### src/hw/rtl/msp_pkg.sv
// msp_pkg: shared constants and types of the MSP v1/v2 frame parser.
// Standalone; imported by msp_front, msp_desc_fifo, msp_back and the top level.
`timescale 1ns / 1ps
`default_nettype none

package msp_pkg;

	// payload store size per frame and derived widths
	localparam int PAYLOAD_CAPACITY = 64;
	localparam int PTR_W            = (PAYLOAD_CAPACITY > 1) ? $clog2(PAYLOAD_CAPACITY) : 1;
	localparam int LEN_W            = $clog2(PAYLOAD_CAPACITY + 1);
	localparam int NUM_BANKS        = 2;
	localparam int BANK_W           = $clog2(NUM_BANKS);
	localparam int MEM_AW           = BANK_W + PTR_W;
	localparam int DESC_DEPTH       = NUM_BANKS;
	localparam int DESC_PTR_W       = $clog2(DESC_DEPTH);
	localparam int CMD_W            = 16;
	localparam int CNT_W            = $clog2(NUM_BANKS + 1);

	// header characters
	localparam logic [7:0] CH_DOLLAR = 8'h24;
	localparam logic [7:0] CH_M      = 8'h4D;
	localparam logic [7:0] CH_X      = 8'h58;
	localparam logic [7:0] CH_LT     = 8'h3C;
	localparam logic [7:0] CH_BANG   = 8'h21;

	localparam logic [7:0] CRC_POLY  = 8'hD5;

	// payload store write port
	typedef struct packed {
		logic              en;
		logic [MEM_AW-1:0] addr;
		logic [7:0]        data;
	} mem_wr_t;

	// accepted frame, handed from parser to emitter
	typedef struct packed {
		logic [CMD_W-1:0]  cmd;
		logic [LEN_W-1:0]  len;
		logic              ver;
		logic              dir;
		logic [BANK_W-1:0] bank;
	} desc_t;

	// one result item
	typedef struct packed {
		logic [CMD_W-1:0] cmd;
		logic [LEN_W-1:0] len;
		logic             ver;
		logic             dir;
		logic             has_data;
		logic [PTR_W-1:0] pos;
		logic             last;
	} result_meta_t;

endpackage

`default_nettype wire

### src/hw/rtl/msp_front.sv
// msp_front: byte-level frame recognizer, writes payload into the store and
// queues a descriptor per frame whose checksum matches. Depends on msp_pkg.
`timescale 1ns / 1ps
`default_nettype none

module msp_front import msp_pkg::*; (
	input  wire logic       clk,
	input  wire logic       arst_n,
	input  wire logic       push,
	input  wire logic [7:0] rx_byte,
	output logic            full,
	output mem_wr_t         mem_wr,
	output logic            desc_push,
	output desc_t           desc,
	input  wire logic       frame_release
);

	typedef enum logic [14:0] {
		ST_IDLE      = 15'h0001,
		ST_DOLLAR    = 15'h0002,
		ST_M_DIR     = 15'h0004,
		ST_X_DIR     = 15'h0008,
		ST_V1_SIZE   = 15'h0010,
		ST_V1_CMD    = 15'h0020,
		ST_V1_DATA   = 15'h0040,
		ST_V1_CHECK  = 15'h0080,
		ST_V2_FLAG   = 15'h0100,
		ST_V2_CMD_LO = 15'h0200,
		ST_V2_CMD_HI = 15'h0400,
		ST_V2_LEN_LO = 15'h0800,
		ST_V2_LEN_HI = 15'h1000,
		ST_V2_DATA   = 15'h2000,
		ST_V2_CHECK  = 15'h4000
	} state_t;

	function automatic logic [7:0] crc_step(input logic [7:0] crc, input logic [7:0] b);
		logic [7:0] v;
		v = crc ^ b;
		for (int i = 0; i < 8; i++) begin
			v = v[7] ? ((v << 1) ^ CRC_POLY) : (v << 1);
		end
		return v;
	endfunction

	state_t              state_q;
	logic                ver_q;
	logic                dir_q;
	logic [7:0]          chk_q;
	logic [CMD_W-1:0]    cmd_q;
	logic [7:0]          len_lo_q;
	logic [LEN_W-1:0]    len_q;
	logic [LEN_W-1:0]    cnt_q;
	logic [BANK_W-1:0]   bank_q;
	logic [CNT_W-1:0]    held_q;

	logic                acc;
	logic                commit;
	logic [LEN_W-1:0]    cnt_nxt;
	logic                in_data;

	assign full    = (held_q == CNT_W'(NUM_BANKS));
	assign acc     = push && !full;
	assign cnt_nxt = cnt_q + LEN_W'(1);
	assign in_data = (state_q == ST_V1_DATA) || (state_q == ST_V2_DATA);
	assign commit  = acc && ((state_q == ST_V1_CHECK) || (state_q == ST_V2_CHECK))
		&& (chk_q == rx_byte);

	assign mem_wr.en   = acc && in_data;
	assign mem_wr.addr = {bank_q, cnt_q[PTR_W-1:0]};
	assign mem_wr.data = rx_byte;

	assign desc_push = commit;
	assign desc.cmd  = cmd_q;
	assign desc.len  = len_q;
	assign desc.ver  = ver_q;
	assign desc.dir  = dir_q;
	assign desc.bank = bank_q;

	// count banks owned by frames not yet fully read out
	always_ff @(posedge clk or negedge arst_n) begin
		if (!arst_n) begin
			held_q <= '0;
			bank_q <= '0;
		end else begin
			if (commit && !frame_release) held_q <= held_q + CNT_W'(1);
			else if (!commit && frame_release) held_q <= held_q - CNT_W'(1);
			if (commit) bank_q <= (bank_q == BANK_W'(NUM_BANKS - 1)) ? '0 : bank_q + BANK_W'(1);
		end
	end

	always_ff @(posedge clk or negedge arst_n) begin
		if (!arst_n) begin
			state_q  <= ST_IDLE;
			ver_q    <= 1'b0;
			dir_q    <= 1'b0;
			chk_q    <= '0;
			cmd_q    <= '0;
			len_lo_q <= '0;
			len_q    <= '0;
			cnt_q    <= '0;
		end else if (acc) begin
			case (state_q)
				ST_IDLE: begin
					if (rx_byte == CH_DOLLAR) state_q <= ST_DOLLAR;
				end
				ST_DOLLAR: begin
					if (rx_byte == CH_M) begin
						ver_q   <= 1'b0;
						state_q <= ST_M_DIR;
					end else if (rx_byte == CH_X) begin
						ver_q   <= 1'b1;
						state_q <= ST_X_DIR;
					end else begin
						state_q <= ST_IDLE;
					end
				end
				ST_M_DIR, ST_X_DIR: begin
					if (rx_byte == CH_LT || rx_byte == CH_BANG) begin
						dir_q <= (rx_byte == CH_BANG);
						if (state_q == ST_X_DIR) begin
							chk_q   <= '0;
							state_q <= ST_V2_FLAG;
						end else begin
							state_q <= ST_V1_SIZE;
						end
					end else begin
						state_q <= ST_IDLE;
					end
				end
				ST_V1_SIZE: begin
					if (rx_byte > 8'(PAYLOAD_CAPACITY)) begin
						state_q <= ST_IDLE;
					end else begin
						len_q   <= rx_byte[LEN_W-1:0];
						chk_q   <= rx_byte;
						state_q <= ST_V1_CMD;
					end
				end
				ST_V1_CMD: begin
					cmd_q   <= {8'h00, rx_byte};
					chk_q   <= chk_q ^ rx_byte;
					cnt_q   <= '0;
					state_q <= (len_q != '0) ? ST_V1_DATA : ST_V1_CHECK;
				end
				ST_V1_DATA: begin
					chk_q <= chk_q ^ rx_byte;
					cnt_q <= cnt_nxt;
					if (cnt_nxt >= len_q) state_q <= ST_V1_CHECK;
				end
				ST_V1_CHECK, ST_V2_CHECK: begin
					state_q <= ST_IDLE;
				end
				ST_V2_FLAG: begin
					chk_q   <= crc_step(chk_q, rx_byte);
					state_q <= ST_V2_CMD_LO;
				end
				ST_V2_CMD_LO: begin
					cmd_q   <= {8'h00, rx_byte};
					chk_q   <= crc_step(chk_q, rx_byte);
					state_q <= ST_V2_CMD_HI;
				end
				ST_V2_CMD_HI: begin
					cmd_q[15:8] <= rx_byte;
					chk_q       <= crc_step(chk_q, rx_byte);
					state_q     <= ST_V2_LEN_LO;
				end
				ST_V2_LEN_LO: begin
					len_lo_q <= rx_byte;
					chk_q    <= crc_step(chk_q, rx_byte);
					state_q  <= ST_V2_LEN_HI;
				end
				ST_V2_LEN_HI: begin
					chk_q <= crc_step(chk_q, rx_byte);
					cnt_q <= '0;
					// drop frames larger than the store
					if (rx_byte != 8'h00 || len_lo_q > 8'(PAYLOAD_CAPACITY)) begin
						state_q <= ST_IDLE;
					end else begin
						len_q   <= len_lo_q[LEN_W-1:0];
						state_q <= (len_lo_q != 8'h00) ? ST_V2_DATA : ST_V2_CHECK;
					end
				end
				ST_V2_DATA: begin
					chk_q <= crc_step(chk_q, rx_byte);
					cnt_q <= cnt_nxt;
					if (cnt_nxt >= len_q) state_q <= ST_V2_CHECK;
				end
				default: begin
					state_q <= ST_IDLE;
				end
			endcase
		end
	end

endmodule

`default_nettype wire

### src/hw/rtl/msp_desc_fifo.sv
// msp_desc_fifo: short queue of accepted-frame descriptors between parser
// and emitter. Depends on msp_pkg.
`timescale 1ns / 1ps
`default_nettype none

module msp_desc_fifo import msp_pkg::*; (
	input  wire logic clk,
	input  wire logic arst_n,
	input  wire logic wr_en,
	input  desc_t     wr_desc,
	input  wire logic rd_en,
	output desc_t     rd_desc,
	output logic      empty
);

	desc_t                entry_q [DESC_DEPTH];
	logic [DESC_PTR_W-1:0] wr_ptr_q;
	logic [DESC_PTR_W-1:0] rd_ptr_q;
	logic [DESC_PTR_W:0]   count_q;

	assign empty   = (count_q == '0);
	assign rd_desc = entry_q[rd_ptr_q];

	always_ff @(posedge clk) begin
		if (wr_en) entry_q[wr_ptr_q] <= wr_desc;
	end

	always_ff @(posedge clk or negedge arst_n) begin
		if (!arst_n) begin
			wr_ptr_q <= '0;
			rd_ptr_q <= '0;
			count_q  <= '0;
		end else begin
			if (wr_en) begin
				wr_ptr_q <= (wr_ptr_q == DESC_PTR_W'(DESC_DEPTH - 1)) ? '0
					: wr_ptr_q + DESC_PTR_W'(1);
			end
			if (rd_en) begin
				rd_ptr_q <= (rd_ptr_q == DESC_PTR_W'(DESC_DEPTH - 1)) ? '0
					: rd_ptr_q + DESC_PTR_W'(1);
			end
			if (wr_en && !rd_en) count_q <= count_q + (DESC_PTR_W + 1)'(1);
			else if (!wr_en && rd_en) count_q <= count_q - (DESC_PTR_W + 1)'(1);
		end
	end

endmodule

`default_nettype wire

### src/hw/rtl/msp_back.sv
// msp_back: payload store and result emitter; walks each queued frame and streams one
// result per payload byte (one if empty) via an output register. Depends on msp_pkg.
`timescale 1ns / 1ps
`default_nettype none

module msp_back import msp_pkg::*; (
	input  wire logic  clk,
	input  wire logic  arst_n,
	input  mem_wr_t    mem_wr,
	input  wire logic  desc_empty,
	input  desc_t      desc,
	output logic       desc_pop,
	output logic       frame_release,
	input  wire logic  pop,
	output logic       empty,
	output result_meta_t res,
	output logic [7:0] res_data
);

	logic [7:0]       mem [NUM_BANKS * PAYLOAD_CAPACITY];

	logic             active_q;
	desc_t            cur_q;
	logic [LEN_W-1:0] k_q;

	logic             valid_s1;
	result_meta_t     meta_s1;
	logic [7:0]       data_s1;

	logic             out_valid_q;
	result_meta_t     out_q;
	logic [7:0]       out_data_q;

	logic             pop_ok;
	logic             s1_adv;
	logic             issue;
	logic             last_issue;

	assign pop_ok     = pop && out_valid_q;
	assign s1_adv     = valid_s1 && (!out_valid_q || pop_ok);
	assign issue      = active_q && (!valid_s1 || s1_adv);
	assign last_issue = (cur_q.len == '0) || ((k_q + LEN_W'(1)) == cur_q.len);
	assign desc_pop   = !active_q && !desc_empty;

	assign empty         = !out_valid_q;
	assign res           = out_q;
	assign res_data      = out_data_q;
	assign frame_release = pop_ok && out_q.last;

	// payload store: parser writes, emitter reads; read data held while stalled
	always_ff @(posedge clk) begin
		if (mem_wr.en) mem[mem_wr.addr] <= mem_wr.data;
		if (issue) data_s1 <= mem[{cur_q.bank, k_q[PTR_W-1:0]}];
	end

	always_ff @(posedge clk or negedge arst_n) begin
		if (!arst_n) begin
			active_q <= 1'b0;
			k_q      <= '0;
		end else if (desc_pop) begin
			active_q <= 1'b1;
			k_q      <= '0;
		end else if (issue) begin
			k_q <= k_q + LEN_W'(1);
			if (last_issue) active_q <= 1'b0;
		end
	end

	always_ff @(posedge clk) begin
		if (desc_pop) cur_q <= desc;
		if (issue) begin
			meta_s1.cmd      <= cur_q.cmd;
			meta_s1.len      <= cur_q.len;
			meta_s1.ver      <= cur_q.ver;
			meta_s1.dir      <= cur_q.dir;
			meta_s1.has_data <= (cur_q.len != '0);
			meta_s1.pos      <= k_q[PTR_W-1:0];
			meta_s1.last     <= last_issue;
		end
		if (s1_adv) begin
			out_q      <= meta_s1;
			out_data_q <= meta_s1.has_data ? data_s1 : 8'h00;
		end
	end

	always_ff @(posedge clk or negedge arst_n) begin
		if (!arst_n) begin
			valid_s1    <= 1'b0;
			out_valid_q <= 1'b0;
		end else begin
			if (issue) valid_s1 <= 1'b1;
			else if (s1_adv) valid_s1 <= 1'b0;
			if (s1_adv) out_valid_q <= 1'b1;
			else if (pop_ok) out_valid_q <= 1'b0;
		end
	end

endmodule

`default_nettype wire

### src/hw/rtl/msp_frame_parser_top.sv
// msp_frame_parser_top: MSP v1/v2 request frame parser, top level.
// Depends on msp_pkg, msp_front, msp_desc_fifo and msp_back.
//
// Channel   Direction  Handshake              Payload
// -------   ---------  ---------------------  ----------------------------------------
// rx        in         push / full            rx_byte
// result    out        pop / empty            command_code, frame_length,
//                                             is_version_two, error_direction, has_data,
//                                             data_byte, data_position, last_of_frame
//
// Rates: one received byte per cycle while full is low; results are read out of the
// payload store through its single read port, one payload byte after another.
// Reset: arst_n clears the parser, queue and output control at once; the payload
// store needs no clearing since every byte read out was written in its own frame.
// Stalls: the store holds two frames; full rises while both hold frames not yet fully read out.
`timescale 1ns / 1ps
`default_nettype none

module msp_frame_parser_top import msp_pkg::*; (
	input  wire logic                clk,
	input  wire logic                arst_n,
	input  wire logic                push,
	output logic                     full,
	input  wire logic [7:0]          rx_byte,
	input  wire logic                pop,
	output logic                     empty,
	output logic [CMD_W-1:0]         command_code,
	output logic [LEN_W-1:0]         frame_length,
	output logic                     is_version_two,
	output logic                     error_direction,
	output logic                     has_data,
	output logic [7:0]               data_byte,
	output logic [PTR_W-1:0]         data_position,
	output logic                     last_of_frame
);

	mem_wr_t      mem_wr;
	logic         desc_push;
	desc_t        desc_in;
	logic         desc_pop;
	desc_t        desc_out;
	logic         desc_empty;
	logic         frame_release;
	result_meta_t res;

	// front: parse bytes, fill the payload bank, queue good frames
	msp_front u_front (
		.clk           (clk),
		.arst_n        (arst_n),
		.push          (push),
		.rx_byte       (rx_byte),
		.full          (full),
		.mem_wr        (mem_wr),
		.desc_push     (desc_push),
		.desc          (desc_in),
		.frame_release (frame_release)
	);

	// decouple parser from emitter
	msp_desc_fifo u_fifo (
		.clk     (clk),
		.arst_n  (arst_n),
		.wr_en   (desc_push),
		.wr_desc (desc_in),
		.rd_en   (desc_pop),
		.rd_desc (desc_out),
		.empty   (desc_empty)
	);

	// back: read out each frame as a run of result transactions
	msp_back u_back (
		.clk           (clk),
		.arst_n        (arst_n),
		.mem_wr        (mem_wr),
		.desc_empty    (desc_empty),
		.desc          (desc_out),
		.desc_pop      (desc_pop),
		.frame_release (frame_release),
		.pop           (pop),
		.empty         (empty),
		.res           (res),
		.res_data      (data_byte)
	);

	assign command_code    = res.cmd;
	assign frame_length    = res.len;
	assign is_version_two  = res.ver;
	assign error_direction = res.dir;
	assign has_data        = res.has_data;
	assign data_position   = res.pos;
	assign last_of_frame   = res.last;

endmodule

`default_nettype wire

### config.mk
export PLATFORM = sky130hd
export DESIGN_NAME = msp_frame_parser_top
export DESIGN_NICKNAME = d
export VERILOG_FILES = /design/src/hw/rtl/msp_pkg.sv /design/src/hw/rtl/msp_front.sv /design/src/hw/rtl/msp_desc_fifo.sv /design/src/hw/rtl/msp_back.sv /design/src/hw/rtl/msp_frame_parser_top.sv
export SDC_FILE = /design/constraint.sdc
export NUM_CORES = 1
export LEC_CHECK = 0
export ABC_AREA = 1
export BUFFER_PORTS_ARGS = -buffer_cell sky130_fd_sc_hd__clkbuf_2
export CORE_UTILIZATION = 27
export DETAILED_ROUTE_END_ITERATION = 16
export HOLD_SLACK_MARGIN = 0.15
export SYNTH_ARGS = -nofsm -noshare
export SYNTH_HDL_FRONTEND = slang
export SYNTH_SLANG_ARGS = --single-unit
### constraint.sdc
create_clock -name clk -period 5.2 [get_ports clk]
set_input_delay 1.04 -clock clk [delete_from_list [all_inputs] [get_ports clk]]
set_output_delay 1.04 -clock clk [all_outputs]
set_load 0.05 [all_outputs]
* Yosys cells after proc, flatten, opt, wreduce, memory -nomap -nowiden *
Memories as Yosys holds them, arrays and structs flattened. A register that Yosys moved wholly into a read port is not among the register bits.
Index checks and enable logic that the tools add are counted.

cells by class
  add/sub/neg operators = 9
  magnitude comparators = 3
  equality and inequality tests = 30
  muxes and demuxes = 51
  bitwise logic cells = 9
  reduce and logical (&&, ||, !) cells = 61

operator list
  kind                                                           count
  case mux 15 bit (12 select lines)                              1
  2-to-1 mux 8 bit                                               12
  2-to-1 mux 15 bit                                              5
  inverter 5 bit                                                 8
  case mux 8 bit (4 select lines)                                1
  2-to-1 mux 7 bit                                               4
  case mux 7 bit (2 select lines)                                2
  equality test 8 x 6 -> 1 bit, second input constant            3
  nonzero test 2 bit                                             10
  2-to-1 mux 9 bit                                               2
  equality test 8 x 7 -> 1 bit, second input constant            2
  greater-than comparator 8 x 7 -> 1 bit, second input constant  2
  2-to-1 mux 1 bit                                               16
  case mux 8 bit (2 select lines)                                1
  nonzero test 8 bit                                             2
  equality test 15 x 1 -> 1 bit, second input constant           1
  equality test 15 x 10 -> 1 bit, second input constant          1
  equality test 15 x 11 -> 1 bit, second input constant          1
  equality test 15 x 12 -> 1 bit, second input constant          1
  equality test 15 x 13 -> 1 bit, second input constant          1
  equality test 15 x 14 -> 1 bit, second input constant          1
  equality test 15 bit, second input constant                    1
  equality test 15 x 2 -> 1 bit, second input constant           1
  equality test 15 x 3 -> 1 bit, second input constant           1
  33 further kinds                                               83

storage, ports and cells
  bits in registers = 154
  memory bits (writable) = 1076
  bits of input ports = 12
  output and inout bits = 43
  logic and storage cells = 198
  memories = 2

memory list
  memory          words  bits a word  rd ports  clocked after memory_dff  write ports  RTL line             source
  u_back.mem      128    8            1         1                         1            msp_back.sv:20       logic [7:0] mem [NUM_BANKS * PAYLOAD_CAPACITY];
  u_fifo.entry_q  2      26           1         1                         1            msp_desc_fifo.sv:16  desc_t entry_q [DESC_DEPTH];

* Longest topological paths before layout *
  depth in word-level cells = 18
  depth in mapped cells = 18
  mapped depth without buffers = 17

* Hierarchy *
A second synthesis with hierarchy kept.

unflattened totals
  cells, all modules = 5195
  area total of the unflattened synthesis = 55134.1 um2

modules (own cells, without submodules)
  module         times used  cells an instance  area each (um2)  sequential area each (um2)
  msp_back       1           4447               48317.6          34242.8
  msp_front      1           643                4636.9           1652.8
  msp_desc_fifo  1           105                2179.6           1661.6

* Worst setup path before layout *
OpenSTA, ideal clock, no wires.

  path kind = in2reg
  from = input port pop
  to = register u_back.out_q, in the netlist u_back.res[0], enable pin
  library setup time = 0.453 ns
  data arrival time = 3.080 ns
  slack = 1.667 ns
  stages on the path = 2
  cells stage by stage = inv_1 a21oi_1

between the ends
  longest elaborated chain between the ends = 3

RTL lines
  element               RTL line                    source
  start, declared       msp_frame_parser_top.sv:25  input wire logic pop,
  logical AND 1 bit     msp_back.sv:39              assign pop_ok = pop && out_valid_q;
  logical OR 1 bit      msp_back.sv:40              assign s1_adv = valid_s1 && (!out_valid_q || pop_ok);
  logical AND 1 bit     msp_back.sv:40
  via u_back.s1_adv     msp_back.sv:35              logic s1_adv;
  end signal, assigned  msp_back.sv:81              out_q <= meta_s1;
  end, declared         msp_back.sv:31              result_meta_t out_q;

The timed path passes the listed nets, and every way through them passes these cells.
A chain may end at the register's enable or synchronous reset.

==> impl_table.tex <==
\begin{tabular}{lr}
\hline
Metric & Value \\
\hline
\multicolumn{2}{l}{\textbf{Clock network}} \\
Number of resized instances in the post-cts repair step & 0 \\
CTS HTree Levels & 3 \\
Clock sinks & $\sim$1300 \\
Setup fix buffers added after clock tree synthesis & 0 \\
Clock latency on the worst-skew pair & 0.76 ns \\
Hold\_buf cts & 0 \\
Root buf cell & sky130\_fd\_sc\_hd\_\_clkbuf\_16 \\
CTS tree & yes \\
Reg clk slew, reported paths & roughly 0.070 ns \\
CTS Buffer Depth & 3 \\
Number of buffers added by the clock tree synthesis step & 120 \\
\multicolumn{2}{l}{\textbf{Worst setup path}} \\
Critical path required time & 5.71 ns \\
Register-to-register setup slack & between 1.5 and 2 ns \\
Crit-path max FO & 73 \\
Worst path arrival time & just under 4 ns \\
Destination of the worst register-to-register timing path & u\_back.data\_s1[2]\$\_DFFE\_PP\_ \\
Type of the worst setup path & reg2reg \\
Worst reg2reg path startpoint & u\_back.k\_q[0]\$\_DFFE\_PN0P\_ \\
Worst Setup End Kind & flop \\
Critical path startpoint category & flop \\
Worst R2R Path Depth & 9 \\
\multicolumn{2}{l}{\textbf{Detailed routing}} \\
Total vias in the final route & between 30000 and 40000 \\
Post-DR vias/cell & 4.86 \\
Routed Antenna Nets & 0 \\
Drt initial violations & roughly 3300 \\
First-pass iteration count of the detailed router & 6 \\
Average wire per standard cell & roughly 21 um \\
DRC viols & 0 \\
Wire length after detailed routing & approximately 140000 um \\
\multicolumn{2}{l}{\textbf{Timing}} \\
Setup ws final & 1.85 ns \\
Peak clock frequency supported by timing & slightly below 0.3 GHz \\
Slew of the pin with the lowest slew margin & 1.12 ns \\
Count of endpoints failing hold in the final timing report & 0 \\
Setup repair after global routing missed its margin & false \\
Minimum clock period after layout & between 3 and 4 ns \\
Fin Clk Skew & 0.0877 ns \\
Max-slew violation count & 0 \\
Number of setup violations in the final report & 0 \\
Post-route clock period utilization & $\sim$64\% \\
Relative slew slack & about a quarter \\
Total negative slack for setup checks & 0 ns \\
\multicolumn{2}{l}{\textbf{Power}} \\
Lkg Pwr & between 15 and 20 nW \\
PnR Total Power & roughly 29 mW \\
Worst vdd rail ir drop & roughly 0.32 mV \\
Power per cell area & slightly below 500 nW/um\^{}2 \\
\multicolumn{2}{l}{\textbf{Placed design}} \\
Setup slack after placement & around 1.5 ns \\
Final weighted congestion of routability-driven global placement & around 0.83 \\
Dpl hpwl & $\sim$81000 um \\
Number of buffers inserted by port buffering & 54 \\
\multicolumn{2}{l}{\textbf{Logic synthesis}} \\
Count of warnings emitted by yosys & 0 \\
\#FFs+latches synth & 1264 \\
Post-Synthesis Cells & approximately 4000 \\
Sequential area share after synthesis & between 70 and 80\% \\
Post-synth cell types & 50 \\
Area fraction of the dominant cell type after synthesis & 70.3\% \\
Dominant cell type by area after synthesis & sky130\_fd\_sc\_hd\_\_edfxtp\_1 \\
Combined area of all synthesized cells & 50600 sq um \\
Number of synthesized flops with an enable pin & around 1200 \\
Mapped Avg Cell Area & about 13 sq um \\
Dominant cells by area after synthesis & sky130\_fd\_sc\_hd\_\_edfxtp\_1 (70\%), sky130\_fd\_sc\_hd\_\_nand2\_1 (4.0\%), sky130\_fd\_sc\_hd\_\_dfrtp\_1 (3.9\%) \\
Most used flip-flop cell after synthesis & sky130\_fd\_sc\_hd\_\_edfxtp\_1 \\
Post-synthesis async set-or-reset flop share & 6.33\% \\
Net count after synthesis & around 4000 \\
\multicolumn{2}{l}{\textbf{Die}} \\
X dimension of the die & between 400 and 500 um \\
Standard-cell rows & 158 \\
Number of top-level pins & 55 \\
Total die area & about 190000 sq um \\
Starting Density & $\sim$27\% \\
Die height & roughly 430 um \\
Core Box Area & between 150000 and 200000 sq um \\
\multicolumn{2}{l}{\textbf{Layout}} \\
Fill cell total of the finished layout & around 18000 \\
Most frequent standard cell in the layout excluding fill and tap cells & sky130\_fd\_sc\_hd\_\_edfxtp\_1 \\
Most frequent cells in the layout & sky130\_fd\_sc\_hd\_\_edfxtp\_1 (1184), sky130\_fd\_sc\_hd\_\_nand2\_1 (531), sky130\_fd\_sc\_hd\_\_nor2\_1 (515) \\
Area growth from synthesis to layout & 14.2\% \\
Layout cell share with drive strength beyond 1 & roughly 9\% \\
Count of nets after finishing & 3968 \\
\multicolumn{2}{l}{\textbf{GRT}} \\
Wire length of the first global-routing pass & around 200000 um \\
Via count of the first global-routing pass & about 32000 \\
Remaining global-route overflow & 0 \\
Antenna violations before repair & 3 \\
All-layer global routing usage & roughly 14\% \\
Maximum number of pins on one net before global-route repair & between 150 and 200 \\
\multicolumn{2}{l}{\textbf{Run status}} \\
Status & finished clean \\
\multicolumn{2}{l}{\textbf{Worst hold path}} \\
Worst min-delay path category & in2async \\
\multicolumn{2}{l}{\textbf{Run}} \\
Max Cap Viol & 0 \\
\hline
\end{tabular}
logic make-up (layout without fill, tap and decap cells):
kind of cell               count (synthesis)  after routing  share of synthesized area [%]
adders and majority gates                 12             12                          0.297
other                                      0              3                              0
AOI/OAI and AO/OA                       1018           1018                           11.4
and+or+nand+nor                         1257           1257                           10.4
buffers and inverters                    373            473                           3.13
xor gates and xnor gates                  26             26                          0.450
DFF                                     1264           1264                           74.3
worst max-delay path: stages (launching register included):
cell                       delay, ns
sky130_fd_sc_hd__dfrtp_4        0.65
sky130_fd_sc_hd__buf_4          0.40
sky130_fd_sc_hd__buf_4          0.60
sky130_fd_sc_hd__nor2_1         0.11
sky130_fd_sc_hd__a211oi_1       0.29
sky130_fd_sc_hd__o21ai_0        0.16
sky130_fd_sc_hd__o21ai_1        0.21
sky130_fd_sc_hd__nand3_1        0.24
sky130_fd_sc_hd__nand3_1        0.29
sky130_fd_sc_hd__nand2_1        0.08
cell usage after synthesis (2+ instances only):
cell,number
sky130_fd_sc_hd__buf_6,5
sky130_fd_sc_hd__nor2_4,4
sky130_fd_sc_hd__nor2_1,518
sky130_fd_sc_hd__buf_1,26
sky130_fd_sc_hd__nand2_1,533
sky130_fd_sc_hd__inv_1,120
sky130_fd_sc_hd__dfrtp_1,79
sky130_fd_sc_hd__xor2_1,15
sky130_fd_sc_hd__a21oi_1,265
sky130_fd_sc_hd__ha_1,12
sky130_fd_sc_hd__nand2_2,6
sky130_fd_sc_hd__nor3_1,16
sky130_fd_sc_hd__a211oi_1,26
sky130_fd_sc_hd__xnor2_1,11
sky130_fd_sc_hd__nor4_1,8
sky130_fd_sc_hd__nor3_2,3
sky130_fd_sc_hd__a22oi_1,7
sky130_fd_sc_hd__nand4_1,11
sky130_fd_sc_hd__o22ai_1,111
sky130_fd_sc_hd__o21ai_1,99
sky130_fd_sc_hd__o21ai_0,383
sky130_fd_sc_hd__buf_2,83
sky130_fd_sc_hd__nand3_1,128
sky130_fd_sc_hd__o221ai_1,120
sky130_fd_sc_hd__nor2_8,4
sky130_fd_sc_hd__buf_4,7
sky130_fd_sc_hd__edfxtp_1,1184
sky130_fd_sc_hd__inv_2,17
sky130_fd_sc_hd__nand3_4,7
sky130_fd_sc_hd__nand2_8,2
sky130_fd_sc_hd__nor2_2,7
sky130_fd_sc_hd__nand2_4,4
sky130_fd_sc_hd__clkbuf_1,112
through the flow:
step,hold slack (ns),area (sq um),std cells,utilization (%)
6_report,0.205,57800,6533,31.1
3_5_place_dp,0.405,53500,6302,28.8
4_1_cts,0.174,57700,6530,31.1
5_1_grt,0.212,57700,6530,31.1
3_3_place_gp,0.404,53500,6302,28.8
2_1_floorplan,0.400,50600,3950,-
worst max path at each step:
stage	start	endpoint	slack, ns
floorplan	pop	u_back.res[0]$_DFFE_PP_	1.67
finish	u_back.k_q[0]$_DFFE_PN0P_	u_back.data_s1[2]$_DFFE_PP_	1.85
global placement	push	u_back.mem[126][3]$_DFFE_PP_	1.56
detailed placement	push	u_back.mem[22][2]$_DFFE_PP_	1.50
CTS	u_back.k_q[0]$_DFFE_PN0P_	u_back.data_s1[2]$_DFFE_PP_	1.86
global route	u_front.cnt_q[1]$_DFFE_PN0P_	u_front.state_q[5]$_DFFE_PN0P_	1.67
sequential cells by signal, summed over array words and instances (netlist names), 7 cells and up:
signal            count
u_back.mem         1024
u_fifo.entry_q       52
u_back.meta_s1       33
u_back.res           33
u_back.cur_q         26
u_front.cmd_q        16
u_front.state_q      15
u_back.data_s1        8
u_back.res_data       8
u_front.chk_q         8
u_front.len_lo_q      8
u_back.k_q            7
u_front.cnt_q         7
u_front.len_q         7
cell type report:
| type | instances | area (sq um) | share of cell area, % |
|---|---|---|---|
| tap | 2480 | 3100 | 5.37 |
| clock inverter | 86 | 1080 | 1.88 |
| inverter | 140 | 554 | 0.960 |
| clock buffer | 142 | 3170 | 5.49 |
| multi-input combinational | 2313 | 11500 | 19.9 |
| antenna | 3 | 7.51 | 0.0130 |
| timing repair buffer | 105 | 791 | 1.37 |
| sequential | 1264 | 37600 | 65.1 |
report_power, final:
group	internal (mW)	switching [mW]	total, mW
Combinational	2.03	5.26	7.29
Sequential	11.5	0.427	11.9
Clock	5.46	3.90	9.37
layer usage:
| layer | GRT usage [%] | share of wire [%] | up-vias |
|---|---|---|---|
| li1 | - | - | 14508 |
| met1 | 18.5 | 42 | 15849 |
| met2 | 23.4 | 48 | 1183 |
| met3 | 2.21 | 6.7 | 218 |
| met4 | 4.90 | 3.0 | 2 |
| met5 | 0 | 0.0059 | - |
(Power assumes the default switching activity.)
